===== config.mk =====
export PLATFORM = sky130hd
export DESIGN_NAME = rts_ctrl
export DESIGN_NICKNAME = d
export VERILOG_FILES = /design/src/design/rts_pkg.sv /design/src/design/rts_ctrl.sv
export VERILOG_INCLUDE_DIRS = /design/src /design/src/design
export SDC_FILE = /design/constraint.sdc
export NUM_CORES = 1
export LEC_CHECK = 0
export BUFFER_PORTS_ARGS = -buffer_cell sky130_fd_sc_hd__buf_2
export CAP_MARGIN = 5
export CORE_MARGIN = 8
export CORE_UTILIZATION = 30
export DETAILED_ROUTE_END_ITERATION = 12
export SETUP_SLACK_MARGIN = 0.02
export SYNTH_ARGS = -nofsm -noshare
export SYNTH_HDL_FRONTEND = slang
export SYNTH_SLANG_ARGS = --single-unit

===== constraint.sdc =====
create_clock -name clk -period 2.07 [get_ports clk]
set_input_delay 0.5175 -clock clk [delete_from_list [all_inputs] [get_ports clk]]
set_output_delay 0.5175 -clock clk [all_outputs]
set_load 0.02 [all_outputs]

===== src/design/raster_tile_ratio_statistics_top_assert.svh =====
// ----------------------------------------------------------------------------
// Assertion macros for the raster tile ratio statistics block
// Clocked on clk, reset by rst_n (active low) in the module that uses them.
// ----------------------------------------------------------------------------
`ifndef RASTER_TILE_RATIO_STATISTICS_TOP_ASSERT_SVH
`define RASTER_TILE_RATIO_STATISTICS_TOP_ASSERT_SVH
`ifndef ASSERT_OFF
`define RTS_ASSERT(lbl, prop) \
  lbl: assert property (@(posedge clk) disable iff (!rst_n) prop) \
    else $error("rts assertion failed");
`define RTS_ASSERT_ALWAYS(lbl, prop) \
  lbl: assert property (@(posedge clk) prop) \
    else $error("rts assertion failed");
`else
`define RTS_ASSERT(lbl, prop)
`define RTS_ASSERT_ALWAYS(lbl, prop)
`endif
`endif


===== src/design/rts_pkg.sv =====
// ----------------------------------------------------------------------------
// rts_pkg
// Shared types and constants of the tile ratio statistics block.
// ----------------------------------------------------------------------------
`default_nettype none
package rts_pkg;

  localparam int SUM_W      = 44;
  localparam int CNT_W      = 13;
  localparam int DIVD_W     = 60;
  localparam int DIVS_W     = 44;
  localparam int IN_W       = 64;
  localparam int OUT_W      = 200;
  localparam int HEIGHT_LIM = 4096;

  localparam logic [CNT_W-1:0] COUNT_MAX = 13'd8191;
  localparam logic [24:0]      MASK25    = 25'h1FFFFFF;

  localparam logic [1:0] CFG_TILE_SIZE = 2'd0;
  localparam logic [1:0] CFG_WIDTH     = 2'd1;
  localparam logic [1:0] CFG_HEIGHT    = 2'd2;
  localparam logic [1:0] CFG_THRESH    = 2'd3;

  typedef struct packed {
    logic [CNT_W-1:0] nv;
    logic [CNT_W-1:0] ni;
    logic [SUM_W-1:0] bs;
    logic [SUM_W-1:0] fs;
    logic [SUM_W-1:0] rs;
  } entry_t;

  typedef enum logic [1:0] {
    DIV_PIX  = 2'd0,
    DIV_TILE = 2'd1,
    DIV_MEAN = 2'd2
  } div_sel_t;

  typedef struct packed {
    logic     accept;
    logic     cap;
    logic     div_start;
    div_sel_t div_sel;
    logic     upd;
    logic     tr_latch;
    logic     load_out;
    logic     finish;
  } cmd_t;

  typedef struct packed {
    logic pix_valid;
    logic tile_last;
    logic qualify;
    logic div_busy;
    logic out_free;
  } sts_t;

  function automatic logic [SUM_W-1:0] add_sat44(input logic [SUM_W-1:0] a,
                                                 input logic [SUM_W-1:0] b);
    logic [SUM_W:0] s;
    s = {1'b0, a} + {1'b0, b};
    return s[SUM_W] ? {SUM_W{1'b1}} : s[SUM_W-1:0];
  endfunction

endpackage
`default_nettype wire


===== src/design/rts_ctrl.sv =====
// ----------------------------------------------------------------------------
// rts_ctrl
// Sequencer for one pixel: read, divide, update, and tile result.
// ----------------------------------------------------------------------------
`default_nettype none
module rts_ctrl (
  input  wire logic          clk,
  input  wire logic          rst_n,
  input  wire logic          in_valid,
  output logic               in_ready,
  input  wire rts_pkg::sts_t sts,
  output rts_pkg::cmd_t      cmd
);
  import rts_pkg::*;

  typedef enum logic [7:0] {
    S_IDLE   = 8'b0000_0001,
    S_PSTART = 8'b0000_0010,
    S_PWAIT  = 8'b0000_0100,
    S_UPD    = 8'b0000_1000,
    S_TSTART = 8'b0001_0000,
    S_TWAIT  = 8'b0010_0000,
    S_MWAIT  = 8'b0100_0000,
    S_OUT    = 8'b1000_0000
  } state_t;

  state_t state_r, state_nxt;

  assign in_ready = state_r == S_IDLE;

  always_comb begin
    state_nxt   = state_r;
    cmd         = '0;
    cmd.div_sel = DIV_PIX;
    unique case (state_r)
      S_IDLE: begin
        if (in_valid) begin
          cmd.accept = 1'b1;
          state_nxt  = S_PSTART;
        end
      end
      S_PSTART: begin
        cmd.cap       = 1'b1;
        cmd.div_start = sts.pix_valid;
        state_nxt     = S_PWAIT;
      end
      S_PWAIT: begin
        if (!sts.div_busy) state_nxt = S_UPD;
      end
      S_UPD: begin
        cmd.upd = 1'b1;
        if (sts.tile_last && sts.qualify) begin
          state_nxt = S_TSTART;
        end else begin
          cmd.finish = 1'b1;
          state_nxt  = S_IDLE;
        end
      end
      S_TSTART: begin
        cmd.div_start = 1'b1;
        cmd.div_sel   = DIV_TILE;
        state_nxt     = S_TWAIT;
      end
      S_TWAIT: begin
        cmd.div_sel = DIV_TILE;
        if (!sts.div_busy) begin
          cmd.tr_latch  = 1'b1;
          cmd.div_start = 1'b1;
          cmd.div_sel   = DIV_MEAN;
          state_nxt     = S_MWAIT;
        end
      end
      S_MWAIT: begin
        cmd.div_sel = DIV_MEAN;
        if (!sts.div_busy) state_nxt = S_OUT;
      end
      S_OUT: begin
        cmd.div_sel = DIV_MEAN;
        if (sts.out_free) begin
          cmd.load_out = 1'b1;
          cmd.finish   = 1'b1;
          state_nxt    = S_IDLE;
        end
      end
      default: state_nxt = S_IDLE;
    endcase
  end

  always_ff @(posedge clk) begin
    if (!rst_n) state_r <= S_IDLE;
    else state_r <= state_nxt;
  end

`include "raster_tile_ratio_statistics_top_assert.svh"
  `RTS_ASSERT(a_div_idle_start, cmd.div_start |-> !sts.div_busy)
  `RTS_ASSERT(a_load_free, cmd.load_out |-> sts.out_free)
  `RTS_ASSERT(a_accept_blocks, cmd.accept |=> !in_ready)
  `RTS_ASSERT_ALWAYS(a_reset_idle, !rst_n |=> in_ready)
endmodule
`default_nettype wire


* After elaboration in Yosys (flattened, before gate mapping)
Index checks and enable logic that the tools add are counted.
** Cells by class
- Eq/ne operators :: 13
- Muxes and demuxes :: 20
- Reductions and logical operators :: 3
** Operator list (number)
- case mux 8 bit (8 select lines) :: 1
- two-way mux 8 bit :: 5
- != test 2 bit, second input constant :: 5
- == test 8 x 1 -> 1 bit, second input constant :: 1
- == test 8 x 2 -> 1 bit, second input constant :: 1
- == test 8 x 3 -> 1 bit, second input constant :: 1
- == test 8 x 4 -> 1 bit, second input constant :: 1
- == test 8 x 5 -> 1 bit, second input constant :: 1
- == test 8 x 6 -> 1 bit, second input constant :: 1
- == test 8 x 7 -> 1 bit, second input constant :: 1
- == test 8 bit, second input constant :: 1
- two-way mux 1 bit :: 8
- case mux 2 bit (3 select lines) :: 1
- two-way mux 5 bit :: 1
- AND reduction 5 bit :: 1
- two-way mux 3 bit :: 1
- case mux 1 bit (3 select lines) :: 1
- two-way mux 2 bit :: 1
- case mux 1 bit (2 select lines) :: 1
- OR reduction 2 bit :: 1
- logical AND 1 bit :: 1
** Storage, ports and cells
- Flip-flop bits (word level) :: 8
- Bits of input ports :: 8
- Output and inout bits :: 10
- Word-level logic and storage cells :: 37

* Longest topological paths before layout
- Word-level depth :: 3
- Gate-level depth with buffers :: 6
- Mapped depth without buffers :: 5

* Worst setup path before layout
OpenSTA, ideal clock, no wires.
- Path kind :: register to output
- From :: register state_r[5]
- To :: output port cmd[6] in the netlist's numbering
- Arrival :: 1.569 ns
- Slack :: -0.017 ns
- Cell stages (with the launch flop) :: 5
- Path through :: dfxtp_1 -> clkbuf_1 -> nor4_1 -> and4b_1 -> a211o_1
** RTL lines
- from (decl) :: line rts_ctrl.sv:27 : state_t state_r, state_nxt;
- from (signal assigned) :: line rts_ctrl.sv:91 : else state_r <= state_nxt;
- to (decl) :: line rts_ctrl.sv:12 : output rts_pkg::cmd_t cmd

==> results <==
- The number of global-route vias before repair is about 680.
- For this configuration, the core starts out at a cell density of 0.313.
- The post-detailed-placement half-perimeter wirelength is 1400 um.
- The cell sitting at the root of the clock tree is a sky130_fd_sc_hd__clkbuf_4.
- For this run, global-route usage on met1 was measured as 0.124.
- The total power is roughly 0.45 mW.
- The register with the most flip-flops in the layout has 8 of them.
- At the worst endpoint, the required time is 1.55 ns.
- The net count after synthesis is 83.
- The largest registers in the layout are state_r x8.
- Dividing the synthesized area by the synthesized cell count gives 8.11 sq um.
- The tightest min-delay check is of the in2reg type.
- Row generation in the floorplan step produced 16 rows.
- The CTS tree is built.
- The headroom to the max-slew limit is 0.618.
- Of the post-synthesis cell area, the dominant cell type holds 0.263.
- Setup repair after global routing could not meet its margin everywhere.
- Power spread over the standard cell area amounts to around 460 nW/um^2.
- The via count of the routed design is 707.
- The checks that failed: negative setup slack.
- Of all nets on the critical path, the largest fanout is 3.
- After synthesis, the cell types taking the most area are sky130_fd_sc_hd__dfxtp_1 (26%), sky130_fd_sc_hd__xor2_1 (7.2%), sky130_fd_sc_hd__nand2_1 (4.3%).
- In this run the worst setup path begins at state_r[7].
- The clock period minus worst slack is ~2.2 ns.
- On the final layout, the worst hold slack is ~0.53 ns.
- The iteration count of the initial detailed-routing pass is 4.
- The antenna violation net count after detailed routing is 0.
- The signal on the critical path passes through nor4_4 > nand2_1 > or3_4 > inv_4 > a211o_1 > buf_6.
- The arrival time of the worst setup path is around 1.6 ns.
- After synthesis the cells add up to just over 600 sq um.
- The met3 demand-to-capacity share in global routing is 0.0334.
- The average routed wire per standard cell is ~16 um.
- The number of enable flip-flop cells after synthesis is 0.
- The number of buffers inserted for hold repair after clock tree synthesis is 0.
- The most used flip-flop cell after synthesis is sky130_fd_sc_hd__dfxtp_1.
- The initial antenna violation count is 0.
- The largest single stage delay on the critical path is about 0.36 ns.
- The total die area is about 3700 sq um.
- After filler insertion, the fill cell instance count of the layout stands at 204.
- The Yosys step of the flow raised 0 warnings.
- The sum of negative setup slack is -0.203 ns.
- The number of library cell types mapped by synthesis is 36.
- In this run the tool buffered the top-level ports with 17 buffer cells.
- Of the cells placed in the final design, the portion with a size suffix greater than 1 is 0.509.
- The final count of pins violating max slew is 0.
- The footprint of the multi-input gates is 489 sq um.
- After the first detailed-routing iteration, the DRC count stood at 17.
- The number of DRC violations after detailed routing is 0.
- The final-report setup violation count is 3.
- The run finished, with violations left.
- The cell with the biggest individual delay on the critical path is sky130_fd_sc_hd__or3_4.
- The fraction of registers with async set/reset is 0.
- Counting flops and latches in the post-synthesis netlist gives 8.
- The max-capacitance violation count is 0.
- In this run the count of I/O pins placed on the die edge is 18.
- The number of buffers and inverters on the critical path is 2.
- The sequential cell area fraction in the yosys report is 0.263.
- The highest ir drop seen on vdd is between 0.2 and 0.3 mV.
- On the final layout, the worst clock skew is between 0.005 and 0.006 ns.
- The pin count of the biggest net entering global routing is 10.
- The nature of the critical path endpoint is a primary output.
- The final worst slack is -0.0880 ns.
- The critical path is of the reg2out type.
- The leakage component of the power is 0.458 nW.
- The post-detailed-route via-to-cell ratio is between 5 and 6.
- The first global-routing pass estimated 3010 um of wire.
- The maximum count of clock buffers along a single path is 2.
- The final critical-path share of the clock period is 1.04.
- The worst hold path begins at rst_n.
- The overall global routing resource usage is 0.111.
- The die extent in x is just over 60 um.
- The number of sinks driven by the clock tree is 8.
- The clock-pin slew of the registers on the worst-case setup and hold paths is 0.06 ns.
- The sort of element at the start of the critical path is a register.
- The largest total area in the synthesized netlist belongs to sky130_fd_sc_hd__dfxtp_1.
- At the end of the flow the core is filled with cells to 0.501.
- The area of the core region is 1940 sq um.
- The routability-driven placement congestion ratio is roughly 0.84.
- Across the whole layout, storage elements account for 166 sq um.
- The number of H-tree branching levels is 1.
- The repair_antennas step left the layout with diodes totalling 0.
- For this run, global-route usage on met2 was measured as 0.182.
- The height of the die is 61.0 um.
- The final-report hold violation count came to 0.
- The timing-limited maximum frequency is roughly 460 MHz.
- The clock latency on the worst-skew pair is 0.26 ns.
- The global routing stage identified its most utilized layer as met2.
- Counting the buffers created by CTS gives 3.
- The overall routed net length is approximately 2100 um.
- The net count reported at finish is roughly 120.
- The worst register-to-register path begins at state_r[7].
- At the pin with the least slew margin, the transition time is around 0.57 ns.
- Summed over all layers, the global routing overflow is 0.
- The area added between synthesis and finish is 59.9%.
- The largest delay contributor family on the critical path is simple AND/OR/NAND/NOR gates.
- The instance count of the mapped netlist is 75.
- The register containing the most flip-flops in the final layout is state_r.
## where the power goes
part	internal (mW)	total, mW	switching (mW)	leakage (nW)
Combinational	0.0807	0.157	0.0765	0.379
Clock	0.0666	0.124	0.0569	0.0138
Sequential	0.161	0.169	0.00796	0.0658
## per-layer routing
metal	up-vias	share of wire	wire [um]
li1	344	-	-
met1	335	0.41	854
met2	24	0.51	1060
met3	4	0.066	136
met4	0	0.010	21
met5	-	0	0
## final timing paths
check | end | slack, ns | depth (start not counted)
max | cmd[6] | -0.09 | 6
min | state_r[1] | 0.53 | 2
max reg2reg | state_r[0] | 0.33 | 5
min reg2reg | state_r[3] | 0.65 | 3
## timing repair
item	4_1_cts	5_1_grt
hold endpoints to repair	0	0
resized for setup	18	14
pin swaps	5	6
endpoints found under the setup margin	7	9
setup buffers	5	3
## final cells by class
type / instances / area share
multi-input combinational: 58 / 0.503
timing repair buffer: 32 / 0.246
inverter: 5 / 0.0219
clock buffer: 3 / 0.0232
sequential: 8 / 0.171
tap: 27 / 0.0347
## per-stage QoR
step           instance area [sq um]  setup slack [ns]  instances
5_1_grt                          972            -0.180        133
6_report                         972           -0.0880        133
4_1_cts                          890            -0.105        130
2_1_floorplan                    614            0.0463         75
3_5_place_dp                     762            0.0642        122
3_3_place_gp                     762             0.115        122
## cell families (layout without fill, tap and decap cells)
logic type      Yosys count  in the layout  synth area share
simple gates             39             39             0.418
flops                     8              8             0.263
xor+xnor                  5              5            0.0720
compound gates           14             14             0.177
buf+inv                   9             40            0.0699
## cell usage in the layout, fill, tap and decap left out, types with 2 or more instances in the layout
cell | netlist | final
sky130_fd_sc_hd__and3_4 | 0 | 3
sky130_fd_sc_hd__a21o_1 | 2 | 2
sky130_fd_sc_hd__buf_6 | 1 | 7
sky130_fd_sc_hd__dfxtp_1 | 8 | 5
sky130_fd_sc_hd__nor4_1 | 3 | 2
sky130_fd_sc_hd__nor4_4 | 1 | 2
sky130_fd_sc_hd__clkbuf_4 | 0 | 3
sky130_fd_sc_hd__o21ai_0 | 2 | 2
sky130_fd_sc_hd__and2_1 | 3 | 2
sky130_fd_sc_hd__buf_2 | 1 | 11
sky130_fd_sc_hd__dfxtp_2 | 0 | 2
sky130_fd_sc_hd__nand3_1 | 4 | 4
sky130_fd_sc_hd__xor2_1 | 5 | 5
sky130_fd_sc_hd__nor3_4 | 0 | 2
sky130_fd_sc_hd__inv_1 | 4 | 4
sky130_fd_sc_hd__nor2_1 | 3 | 2
sky130_fd_sc_hd__buf_4 | 0 | 14
sky130_fd_sc_hd__nand4_1 | 2 | 2
sky130_fd_sc_hd__a21oi_1 | 3 | 3
sky130_fd_sc_hd__nand2_1 | 7 | 7
## Yosys cell counts, types with 2 or more instances
library cell	number
sky130_fd_sc_hd__a21o_1	2
sky130_fd_sc_hd__nand4_1	2
sky130_fd_sc_hd__nor4b_1	2
sky130_fd_sc_hd__nand3_1	4
sky130_fd_sc_hd__a21oi_1	3
sky130_fd_sc_hd__and2_1	3
sky130_fd_sc_hd__clkbuf_1	2
sky130_fd_sc_hd__nor2_1	3
sky130_fd_sc_hd__inv_1	4
sky130_fd_sc_hd__nor4_1	3
sky130_fd_sc_hd__o21ai_0	2
sky130_fd_sc_hd__dfxtp_1	8
sky130_fd_sc_hd__nand2_1	7
sky130_fd_sc_hd__xor2_1	5
sky130_fd_sc_hd__nor3_1	2
sky130_fd_sc_hd__and3_1	3
(Power assumes the default switching activity.)
